**src/design/shabs_pkg.sv**
```systemverilog
package shabs_pkg;

  typedef logic [31:0] word_t;
  typedef logic [7:0][31:0] vars_t;

  localparam logic [1:0] REQ_ABSORB        = 2'd0;
  localparam logic [1:0] REQ_ABSORB_FINISH = 2'd1;
  localparam logic [1:0] REQ_FINISH        = 2'd2;
  localparam logic [1:0] REQ_UNUSED        = 2'd3;

  localparam logic [7:0] PAD_MARK      = 8'h80;
  localparam logic [5:0] LEN_FIELD_POS = 6'd56;

  localparam vars_t INITIAL_HASH = {
    32'h5be0cd19, 32'h1f83d9ab, 32'h9b05688c, 32'h510e527f,
    32'ha54ff53a, 32'h3c6ef372, 32'hbb67ae85, 32'h6a09e667
  };

  function automatic word_t rotr(input word_t x, input int unsigned n);
    rotr = (x >> n) | (x << (32 - n));
  endfunction

  function automatic word_t big_sigma0(input word_t x);
    big_sigma0 = rotr(x, 2) ^ rotr(x, 13) ^ rotr(x, 22);
  endfunction

  function automatic word_t big_sigma1(input word_t x);
    big_sigma1 = rotr(x, 6) ^ rotr(x, 11) ^ rotr(x, 25);
  endfunction

  function automatic word_t small_sigma0(input word_t x);
    small_sigma0 = rotr(x, 7) ^ rotr(x, 18) ^ (x >> 3);
  endfunction

  function automatic word_t small_sigma1(input word_t x);
    small_sigma1 = rotr(x, 17) ^ rotr(x, 19) ^ (x >> 10);
  endfunction

  function automatic word_t round_k(input logic [5:0] idx);
    case (idx)
      6'd0:  round_k = 32'h428a2f98;
      6'd1:  round_k = 32'h71374491;
      6'd2:  round_k = 32'hb5c0fbcf;
      6'd3:  round_k = 32'he9b5dba5;
      6'd4:  round_k = 32'h3956c25b;
      6'd5:  round_k = 32'h59f111f1;
      6'd6:  round_k = 32'h923f82a4;
      6'd7:  round_k = 32'hab1c5ed5;
      6'd8:  round_k = 32'hd807aa98;
      6'd9:  round_k = 32'h12835b01;
      6'd10: round_k = 32'h243185be;
      6'd11: round_k = 32'h550c7dc3;
      6'd12: round_k = 32'h72be5d74;
      6'd13: round_k = 32'h80deb1fe;
      6'd14: round_k = 32'h9bdc06a7;
      6'd15: round_k = 32'hc19bf174;
      6'd16: round_k = 32'he49b69c1;
      6'd17: round_k = 32'hefbe4786;
      6'd18: round_k = 32'h0fc19dc6;
      6'd19: round_k = 32'h240ca1cc;
      6'd20: round_k = 32'h2de92c6f;
      6'd21: round_k = 32'h4a7484aa;
      6'd22: round_k = 32'h5cb0a9dc;
      6'd23: round_k = 32'h76f988da;
      6'd24: round_k = 32'h983e5152;
      6'd25: round_k = 32'ha831c66d;
      6'd26: round_k = 32'hb00327c8;
      6'd27: round_k = 32'hbf597fc7;
      6'd28: round_k = 32'hc6e00bf3;
      6'd29: round_k = 32'hd5a79147;
      6'd30: round_k = 32'h06ca6351;
      6'd31: round_k = 32'h14292967;
      6'd32: round_k = 32'h27b70a85;
      6'd33: round_k = 32'h2e1b2138;
      6'd34: round_k = 32'h4d2c6dfc;
      6'd35: round_k = 32'h53380d13;
      6'd36: round_k = 32'h650a7354;
      6'd37: round_k = 32'h766a0abb;
      6'd38: round_k = 32'h81c2c92e;
      6'd39: round_k = 32'h92722c85;
      6'd40: round_k = 32'ha2bfe8a1;
      6'd41: round_k = 32'ha81a664b;
      6'd42: round_k = 32'hc24b8b70;
      6'd43: round_k = 32'hc76c51a3;
      6'd44: round_k = 32'hd192e819;
      6'd45: round_k = 32'hd6990624;
      6'd46: round_k = 32'hf40e3585;
      6'd47: round_k = 32'h106aa070;
      6'd48: round_k = 32'h19a4c116;
      6'd49: round_k = 32'h1e376c08;
      6'd50: round_k = 32'h2748774c;
      6'd51: round_k = 32'h34b0bcb5;
      6'd52: round_k = 32'h391c0cb3;
      6'd53: round_k = 32'h4ed8aa4a;
      6'd54: round_k = 32'h5b9cca4f;
      6'd55: round_k = 32'h682e6ff3;
      6'd56: round_k = 32'h748f82ee;
      6'd57: round_k = 32'h78a5636f;
      6'd58: round_k = 32'h84c87814;
      6'd59: round_k = 32'h8cc70208;
      6'd60: round_k = 32'h90befffa;
      6'd61: round_k = 32'ha4506ceb;
      6'd62: round_k = 32'hbef9a3f7;
      6'd63: round_k = 32'hc67178f2;
      default: round_k = 32'h0;
    endcase
  endfunction

endpackage

```
**src/design/shabs_if.sv**
```systemverilog
interface shabs_in_if;
  logic       valid;
  logic       ready;
  logic [1:0] req_type;
  logic [7:0] data_byte;

  modport source (output valid, output req_type, output data_byte, input ready);
  modport sink (input valid, input req_type, input data_byte, output ready);
endinterface

interface shabs_out_if;
  logic        valid;
  logic        ready;
  logic [63:0] digest_word0;
  logic [63:0] digest_word1;
  logic [63:0] digest_word2;
  logic [63:0] digest_word3;

  modport source (
    output valid, output digest_word0, output digest_word1,
    output digest_word2, output digest_word3, input ready
  );
  modport sink (
    input valid, input digest_word0, input digest_word1,
    input digest_word2, input digest_word3, output ready
  );
endinterface

```
**src/design/shabs_round_unit.sv**
```systemverilog
module shabs_round_unit (
  input  shabs_pkg::vars_t vars_in,
  input  shabs_pkg::word_t w_in,
  input  shabs_pkg::word_t k_in,
  input  shabs_pkg::word_t sched_w0,
  input  shabs_pkg::word_t sched_w1,
  input  shabs_pkg::word_t sched_w9,
  input  shabs_pkg::word_t sched_w14,
  output shabs_pkg::vars_t vars_out,
  output shabs_pkg::word_t sched_new
);
  import shabs_pkg::*;

  word_t ch;
  word_t maj;
  word_t t1;
  word_t t2;

  assign ch  = (vars_in[4] & vars_in[5]) ^ (~vars_in[4] & vars_in[6]);
  assign maj = (vars_in[0] & vars_in[1]) ^ (vars_in[0] & vars_in[2]) ^
               (vars_in[1] & vars_in[2]);
  assign t1  = vars_in[7] + big_sigma1(vars_in[4]) + ch + k_in + w_in;
  assign t2  = big_sigma0(vars_in[0]) + maj;

  always_comb begin
    vars_out[7] = vars_in[6];
    vars_out[6] = vars_in[5];
    vars_out[5] = vars_in[4];
    vars_out[4] = vars_in[3] + t1;
    vars_out[3] = vars_in[2];
    vars_out[2] = vars_in[1];
    vars_out[1] = vars_in[0];
    vars_out[0] = t1 + t2;
  end

  assign sched_new = small_sigma1(sched_w14) + sched_w9 + small_sigma0(sched_w1) + sched_w0;

endmodule

```
**src/design/sha256_byte_stream_hasher_core.sv**
```systemverilog
// SHA-256 hasher over a byte stream.
// Input channel in_ch carries one request per handshake: req_type 0 absorbs
// data_byte, 1 absorbs data_byte and finishes the message, 2 finishes without
// a byte, and 3 is taken and ignored. Output channel out_ch carries the digest
// as four big-endian 64-bit words, one result per finishing request.
// The 64th byte of a block starts a compression: a load, 64 rounds on the
// single round unit and the chaining update; the block is not ready meanwhile.
// Finishing shifts in the padding through the block buffer, one byte per cycle
// while no compression runs, and runs one or two compressions, depending on
// the bytes already buffered.
// The digest sits in an output register; the core takes new requests while it
// waits. If a second digest is ready before the first is taken, the core holds
// in its emit step until out_ch.ready frees the output register.
// Reset, synchronous and active low, restores the initial hash values and
// clears the byte and block counts and the output valid flag.
module sha256_byte_stream_hasher_core (
  input logic       clk,
  input logic       rst_n,
  shabs_in_if.sink  in_ch,
  shabs_out_if.source out_ch
);
  import shabs_pkg::*;

  typedef enum logic [2:0] {
    ST_IDLE, ST_MARK, ST_ZERO, ST_LEN, ST_LOAD, ST_ROUND, ST_ADD, ST_EMIT
  } state_t;

  state_t       state_r, state_nxt;
  state_t       ret_r, ret_nxt;
  logic [5:0]   fill_r, fill_nxt;
  logic [54:0]  blocks_r, blocks_nxt;
  vars_t        chain_r, chain_nxt;
  logic         out_valid_r, out_valid_nxt;

  logic [511:0] buf_r, buf_nxt;
  logic [63:0]  total_r, total_nxt;
  logic [2:0]   len_cnt_r, len_cnt_nxt;
  logic [5:0]   rnd_r, rnd_nxt;
  vars_t        work_r, work_nxt;
  vars_t        digest_r, digest_nxt;

  logic         shift_en;
  logic [7:0]   shift_byte;
  vars_t        round_vars;
  word_t        sched_new;

  shabs_round_unit u_round (
    .vars_in   (work_r),
    .w_in      (buf_r[511:480]),
    .k_in      (round_k(rnd_r)),
    .sched_w0  (buf_r[511:480]),
    .sched_w1  (buf_r[479:448]),
    .sched_w9  (buf_r[223:192]),
    .sched_w14 (buf_r[63:32]),
    .vars_out  (round_vars),
    .sched_new (sched_new)
  );

  assign in_ch.ready         = (state_r == ST_IDLE);
  assign out_ch.valid        = out_valid_r;
  assign out_ch.digest_word0 = {digest_r[0], digest_r[1]};
  assign out_ch.digest_word1 = {digest_r[2], digest_r[3]};
  assign out_ch.digest_word2 = {digest_r[4], digest_r[5]};
  assign out_ch.digest_word3 = {digest_r[6], digest_r[7]};

  always_comb begin
    state_nxt     = state_r;
    ret_nxt       = ret_r;
    fill_nxt      = fill_r;
    blocks_nxt    = blocks_r;
    chain_nxt     = chain_r;
    out_valid_nxt = out_valid_r && !out_ch.ready;
    buf_nxt       = buf_r;
    total_nxt     = total_r;
    len_cnt_nxt   = len_cnt_r;
    rnd_nxt       = rnd_r;
    work_nxt      = work_r;
    digest_nxt    = digest_r;
    shift_en      = 1'b0;
    shift_byte    = 8'h00;

    case (state_r)
      ST_IDLE: begin
        if (in_ch.valid) begin
          case (in_ch.req_type)
            REQ_ABSORB: begin
              shift_en   = 1'b1;
              shift_byte = in_ch.data_byte;
              if (fill_r == 6'd63) begin
                state_nxt = ST_LOAD;
                ret_nxt   = ST_IDLE;
              end
            end
            REQ_ABSORB_FINISH: begin
              shift_en   = 1'b1;
              shift_byte = in_ch.data_byte;
              if (fill_r == 6'd63) begin
                state_nxt = ST_LOAD;
                ret_nxt   = ST_MARK;
              end else begin
                state_nxt = ST_MARK;
              end
            end
            REQ_FINISH: begin
              state_nxt = ST_MARK;
            end
            default: begin
              state_nxt = ST_IDLE;
            end
          endcase
        end
      end
      ST_MARK: begin
        // Completed blocks are whole multiples of 512 bits.
        total_nxt  = {blocks_r, fill_r, 3'b000};
        shift_en   = 1'b1;
        shift_byte = PAD_MARK;
        if (fill_r == 6'd63) begin
          state_nxt = ST_LOAD;
          ret_nxt   = ST_ZERO;
        end else begin
          state_nxt = ST_ZERO;
        end
      end
      ST_ZERO: begin
        if (fill_r == LEN_FIELD_POS) begin
          state_nxt   = ST_LEN;
          len_cnt_nxt = 3'd0;
        end else begin
          shift_en = 1'b1;
          if (fill_r == 6'd63) begin
            state_nxt = ST_LOAD;
            ret_nxt   = ST_ZERO;
          end
        end
      end
      ST_LEN: begin
        shift_en    = 1'b1;
        shift_byte  = total_r[63:56];
        total_nxt   = {total_r[55:0], 8'h00};
        len_cnt_nxt = len_cnt_r + 3'd1;
        if (len_cnt_r == 3'd7) begin
          state_nxt = ST_LOAD;
          ret_nxt   = ST_EMIT;
        end
      end
      ST_LOAD: begin
        work_nxt  = chain_r;
        rnd_nxt   = 6'd0;
        state_nxt = ST_ROUND;
      end
      ST_ROUND: begin
        work_nxt = round_vars;
        buf_nxt  = {buf_r[479:0], sched_new};
        rnd_nxt  = rnd_r + 6'd1;
        if (rnd_r == 6'd63) begin
          state_nxt = ST_ADD;
        end
      end
      ST_ADD: begin
        for (int i = 0; i < 8; i++) begin
          chain_nxt[i] = chain_r[i] + work_r[i];
        end
        state_nxt = ret_r;
      end
      ST_EMIT: begin
        if (!out_valid_r || out_ch.ready) begin
          digest_nxt    = chain_r;
          out_valid_nxt = 1'b1;
          chain_nxt     = INITIAL_HASH;
          fill_nxt      = 6'd0;
          blocks_nxt    = '0;
          state_nxt     = ST_IDLE;
        end
      end
      default: begin
        state_nxt = ST_IDLE;
      end
    endcase

    if (shift_en) begin
      buf_nxt  = {buf_r[503:0], shift_byte};
      fill_nxt = fill_r + 6'd1;
      if (fill_r == 6'd63) begin
        blocks_nxt = blocks_r + 55'd1;
      end
    end
  end

  always_ff @(posedge clk) begin
    if (!rst_n) begin
      state_r     <= ST_IDLE;
      ret_r       <= ST_IDLE;
      fill_r      <= 6'd0;
      blocks_r    <= '0;
      chain_r     <= INITIAL_HASH;
      out_valid_r <= 1'b0;
    end else begin
      state_r     <= state_nxt;
      ret_r       <= ret_nxt;
      fill_r      <= fill_nxt;
      blocks_r    <= blocks_nxt;
      chain_r     <= chain_nxt;
      out_valid_r <= out_valid_nxt;
    end
  end

  always_ff @(posedge clk) begin
    buf_r     <= buf_nxt;
    total_r   <= total_nxt;
    len_cnt_r <= len_cnt_nxt;
    rnd_r     <= rnd_nxt;
    work_r    <= work_nxt;
    digest_r  <= digest_nxt;
  end

endmodule

```
**src/flat_wrapper.sv**
```systemverilog
// flat-port wrapper written by rule: the top's interface ports become plain ports
module sha256_byte_stream_hasher_core_flat import shabs_pkg::*;
  (clk, rst_n, in_ch_valid, in_ch_req_type, in_ch_data_byte, in_ch_ready, out_ch_valid, out_ch_digest_word0, out_ch_digest_word1, out_ch_digest_word2, out_ch_digest_word3, out_ch_ready);
  shabs_in_if in_ch_i ();
  shabs_out_if out_ch_i ();
  input logic clk;
  input logic rst_n;
  input wire logic [$bits(in_ch_i.valid)-1:0] in_ch_valid;
  input wire logic [$bits(in_ch_i.req_type)-1:0] in_ch_req_type;
  input wire logic [$bits(in_ch_i.data_byte)-1:0] in_ch_data_byte;
  output wire logic [$bits(in_ch_i.ready)-1:0] in_ch_ready;
  output wire logic [$bits(out_ch_i.valid)-1:0] out_ch_valid;
  output wire logic [$bits(out_ch_i.digest_word0)-1:0] out_ch_digest_word0;
  output wire logic [$bits(out_ch_i.digest_word1)-1:0] out_ch_digest_word1;
  output wire logic [$bits(out_ch_i.digest_word2)-1:0] out_ch_digest_word2;
  output wire logic [$bits(out_ch_i.digest_word3)-1:0] out_ch_digest_word3;
  input wire logic [$bits(out_ch_i.ready)-1:0] out_ch_ready;
  assign in_ch_i.valid = in_ch_valid;
  assign in_ch_i.req_type = in_ch_req_type;
  assign in_ch_i.data_byte = in_ch_data_byte;
  assign in_ch_ready = in_ch_i.ready;
  assign out_ch_valid = out_ch_i.valid;
  assign out_ch_digest_word0 = out_ch_i.digest_word0;
  assign out_ch_digest_word1 = out_ch_i.digest_word1;
  assign out_ch_digest_word2 = out_ch_i.digest_word2;
  assign out_ch_digest_word3 = out_ch_i.digest_word3;
  assign out_ch_i.ready = out_ch_ready;
  sha256_byte_stream_hasher_core u_core (.clk(clk), .rst_n(rst_n), .in_ch(in_ch_i), .out_ch(out_ch_i));
endmodule
```
**config.mk**
```make
export PLATFORM = sky130hd
export DESIGN_NAME = sha256_byte_stream_hasher_core_flat
export DESIGN_NICKNAME = d
export VERILOG_FILES = /design/src/design/shabs_pkg.sv /design/src/design/shabs_if.sv /design/src/design/shabs_round_unit.sv /design/src/design/sha256_byte_stream_hasher_core.sv /design/src/flat_wrapper.sv
export SDC_FILE = /design/constraint.sdc
export NUM_CORES = 2
export LEC_CHECK = 0
export BUFFER_PORTS_ARGS = -buffer_cell sky130_fd_sc_hd__buf_4
export CORE_ASPECT_RATIO = 1.75
export CORE_MARGIN = 2
export CORE_UTILIZATION = 62
export DETAILED_ROUTE_END_ITERATION = 16
export PLACE_DENSITY = 0.85
export SYNTH_ARGS = -nofsm -noshare
export SYNTH_HDL_FRONTEND = slang
export SYNTH_SLANG_ARGS = --single-unit
```
**constraint.sdc**
```tcl
create_clock -name clk -period 32.3 [get_ports clk]
set_input_delay 0 -clock clk [delete_from_list [all_inputs] [get_ports clk]]
set_output_delay 0 -clock clk [all_outputs]
set_load 0.03 [all_outputs]
```
==> results.ini <==
[outcome]
outcome = finished clean

[routing]
via_per_inst = 6.40
drt_iter0_drc = 6854
met2_length_um = 149000
post-route-drc-count = 0
post_detailed_route_wirelength_per_cell_um = 28.1
topRoutingLayerUsed = met5
final_wirelength_um = 305000
met3_length_um = 23300
total_vias_in_the_final_route = 69500
antenna_violating_nets_post_route = 0
drt-met1-wl_um = 95700
detail_route.first_pass.iterations = 6

[pwr]
power_per_cell_area_mw_per_mm2 = 107
peak_vdd_ir_mv = 0.180
cellInternalPower_mw = 5.28
pwr-share-comb_pct = 54.7
p_switching_mw = 4.51
clock_power_share_pct = 17.4
power_leakage_nw = 38.0
finalPower_mw = 9.79
p_sw_share_pct = 46.1
power.sequential.fraction_pct = 27.9

[critical_path]
critPathRequiredTime_ns = 32.82
timing.rr.start = u_core.work_r[135]
crit_arrival_ns = 10.01
critical_path.startpoint_type = flop
timing_worst_setup_path_type = reg2reg
setup.worst_path.end_class = flop
critical-path-slowest-cell = sky130_fd_sc_hd__a41oi_1
path_common_cell = sky130_fd_sc_hd__fa_1
r2r_cells = 30
rr_endpoint = u_core.work_r[31]
crit_path_start = u_core.work_r[135]
critical_path.max_stage_delay_ns = 0.65
worstPathMaxFanout = 6
setup.worst_path.end = u_core.work_r[31]
r2r_setup_slack_ns = 22.81

[synth]
total_number_of_yosys_warnings = 0
top_area_cell_type_share_of_the_netlist_area_pct = 39.3
synth_common_cells = sky130_fd_sc_hd__nand2_1 (2597), sky130_fd_sc_hd__edfxtp_1 (1094), sky130_fd_sc_hd__o21ai_0 (451)
synthFlopType = sky130_fd_sc_hd__edfxtp_1
synth.yosys.seq_area_share_pct = 47.9
mappedNetlistArea_sq_mm = 0.0835
post-synth-top-count-cell = sky130_fd_sc_hd__nand2_1
post_synth_edffs = 1094
synth.avg_cell_area_sq_um = 9.39
syn_nets = 9496
synth_top_area_cell = sky130_fd_sc_hd__edfxtp_1
syn_inst = 8893
asyncSetResetFlopFracSynth_pct = 0
post_synth_main_area_contributors = sky130_fd_sc_hd__edfxtp_1 (39%), sky130_fd_sc_hd__nand2_1 (12%), sky130_fd_sc_hd__dfxtp_1 (8.5%), sky130_fd_sc_hd__ha_1 (5.9%), sky130_fd_sc_hd__fa_1 (4.7%)
number_of_distinct_library_cell_variants_in_the_gate_level_netlist_after_synthesis = 98
synth-seq-cells = 1450

[layout]
syn_to_layout_area_delta_pct = 9.94
layout.filler_cells = 10100
finalCoreUtilization_pct = 68.5
layout-drive-gt1-share_pct = 7.49
design.final.nets = 9542

[sta]
achievable-frequency_mhz = 105
clock_skew_after_layout_ns = 0.0465
tightest_slew_ns = 1.36
final-setup-viol-count = 0
rsz0062_at_grt = no
worst_slew_margin_rel_pct = 8.92
hold_viol_final = 0
final.min_clock_period_ns = 9.49
finalWorstSetupSlack_ns = 22.81
fin_setup_tns_ns = 0
slew_viol_final = 0
timing.final.crit_share_pct = 29.4

[global_route]
antenna_found_initial = 11
total_routing_resource_utilization_after_global_routing_pct = 43.9
total_gr_overflow = 0
largest_net_degree_at_the_start_of_global_routing = 231
grt_pass1_wl_um = 439000
grt_pass1_vias = 68400

[placed_design]
place.port_buffers = 271
dp_worst_setup_slack_ns = 23.13
gp_routability_congestion = 1.04
dpl.hpwl_um = 224000

[cts]
insertion_delay_ns = 0.81
cts.hold.buffers_added = 16
clk_transition_reported_paths_ns = 0.07
max-clock-path-buffers = 3
clockRootBuffer = sky130_fd_sc_hd__clkbuf_16
cts_htree_levels = 4
cts_buffers = 136
cts_setup_buffers = 0
cts_repair_resize_count = 0
cts_tree = done
cts_sinks = 1450

[floorplanning]
die_width_um = 281
boundaryPins = 272
fp.dieArea_sq_mm = 0.138
initial_utilization_pct = 62.3
die_height_um = 490
num_rows = 178
floorplan.core_area_sq_mm = 0.134

[worst_hold_path]
whs_path_depth = 4
holdCritPathClass = in2reg

[run]
cap_viol_max_count = 0

layout make-up:
| cell class | count | area (sq um) | share of cell area [%] |
|---|---|---|---|
| antenna | 6 | 15.0 | 0.0164 |
| clock buffer | 172 | 3680 | 4.01 |
| clock inverter | 81 | 988 | 1.08 |
| inverter | 386 | 1470 | 1.60 |
| multi-input combinational | 6568 | 40400 | 44.0 |
| sequential | 1450 | 40000 | 43.5 |
| tap | 1800 | 2250 | 2.45 |
| timing repair buffer | 397 | 3030 | 3.30 |
layer usage:
metal	track usage, %	vias up
met3	8.62	1326
met1	43.9	33500
met5	0	-
met4	43.1	10
li1	-	30800
met2	75.1	3963
power by group through the flow:
stage / clock network [mW] / registers [mW] / logic, mW
3_5_place_dp: 0 / 2.75 / 5.19
3_3_place_gp: 0 / 2.75 / 5.14
4_1_cts: 1.71 / 2.72 / 5.23
6_report: 1.70 / 2.73 / 5.36
2_1_floorplan: 0 / 2.67 / 3.49
5_1_grt: 1.77 / 2.74 / 5.70
sequential cells by signal (all words and copies together) (netlist names):
signal                      flops
u_core.blocks_r                55
u_core.fill_r                   6
u_core.rnd_r                    6
u_core.work_r                 256
u_core.out_ch.digest_word0     64
u_core.buf_r                  512
u_core.out_ch.digest_word3     64
u_core.ret_r                    3
u_core.out_ch.digest_word2     64
u_core.state_r                  3
u_core.out_ch.valid             1
u_core.u_round.k_in            32
u_core.len_cnt_r                3
u_core.out_ch.digest_word1     64
u_core.chain_r                256
u_core.total_r                 61
how the worst min path moves through the flow:
stage,start,endpoint
6_report,in_ch_data_byte[0],u_core.buf_r[0]
5_1_grt,in_ch_data_byte[1],u_core.buf_r[1]
4_1_cts,in_ch_data_byte[1],u_core.buf_r[1]
3_5_place_dp,in_ch_data_byte[1],u_core.buf_r[1]
3_3_place_gp,in_ch_data_byte[1],u_core.buf_r[1]
2_1_floorplan,in_ch_data_byte[5],u_core.buf_r[5]
critical path, delay by kind of cell, from the launching register on:
kind,cells,cell delay [ns]
AO/OA/AOI/OAI,11,3.27
XOR/XNOR,3,1.06
adder cells (fa/ha/maj),7,3.06
buffers and inverters,3,0.19
flip-flops,1,0.58
AND/OR/NAND/NOR,6,1.06
layout by cell type (no fill, tap or decap), types with 18 or more instances in the layout:
cell and instances:
sky130_fd_sc_hd__edfxtp_1 1094, sky130_fd_sc_hd__nor2b_1 41, sky130_fd_sc_hd__nand3_1 166, sky130_fd_sc_hd__a21o_1 182, sky130_fd_sc_hd__a211oi_1 62, sky130_fd_sc_hd__nor3_1 116
sky130_fd_sc_hd__nand4_1 33, sky130_fd_sc_hd__o311ai_0 21, sky130_fd_sc_hd__xor2_1 208, sky130_fd_sc_hd__o21a_1 43, sky130_fd_sc_hd__nor3b_1 24, sky130_fd_sc_hd__fa_1 195
sky130_fd_sc_hd__o211ai_1 41, sky130_fd_sc_hd__o22ai_1 56, sky130_fd_sc_hd__and3_1 41, sky130_fd_sc_hd__clkbuf_1 24, sky130_fd_sc_hd__or3_1 45, sky130_fd_sc_hd__a21oi_1 432
sky130_fd_sc_hd__o21bai_1 44, sky130_fd_sc_hd__nand2_1 2593, sky130_fd_sc_hd__ha_1 394, sky130_fd_sc_hd__o31ai_1 41, sky130_fd_sc_hd__mux2i_1 44, sky130_fd_sc_hd__inv_1 380
sky130_fd_sc_hd__a31oi_1 78, sky130_fd_sc_hd__nand2b_1 56, sky130_fd_sc_hd__and2_1 24, sky130_fd_sc_hd__dfxtp_1 356, sky130_fd_sc_hd__clkbuf_16 138, sky130_fd_sc_hd__a22oi_1 36
sky130_fd_sc_hd__or2_2 18, sky130_fd_sc_hd__o21ai_0 451, sky130_fd_sc_hd__xnor2_1 357, sky130_fd_sc_hd__nor2_1 421, sky130_fd_sc_hd__clkinv_1 22, sky130_fd_sc_hd__nor4_1 22
sky130_fd_sc_hd__buf_4 380
logic make-up after synthesis:
logic type                 count (synthesis)  synth area share (%)
and+or+nand+nor                         3658                  18.1
AOI/OAI and AO/OA                       1702                  12.9
DFF                                     1450                  47.9
buffers and inverters                    875                  3.94
adders and majority gates                593                  10.6
xor gates and xnor gates                 565                  5.93
muxes                                     50                 0.622
per-stage QoR:
step	hold WS (ns)	cells	area (sq um)
after floorplan	0.209	8893	83500
after global placement	0.339	10600	87000
after detailed placement	0.341	10600	87000
after CTS	0.0530	10900	91800
after global routing	0.126	10900	91800
final	0.0999	10900	91800
Note: power is estimated with default switching activity, not from simulation.
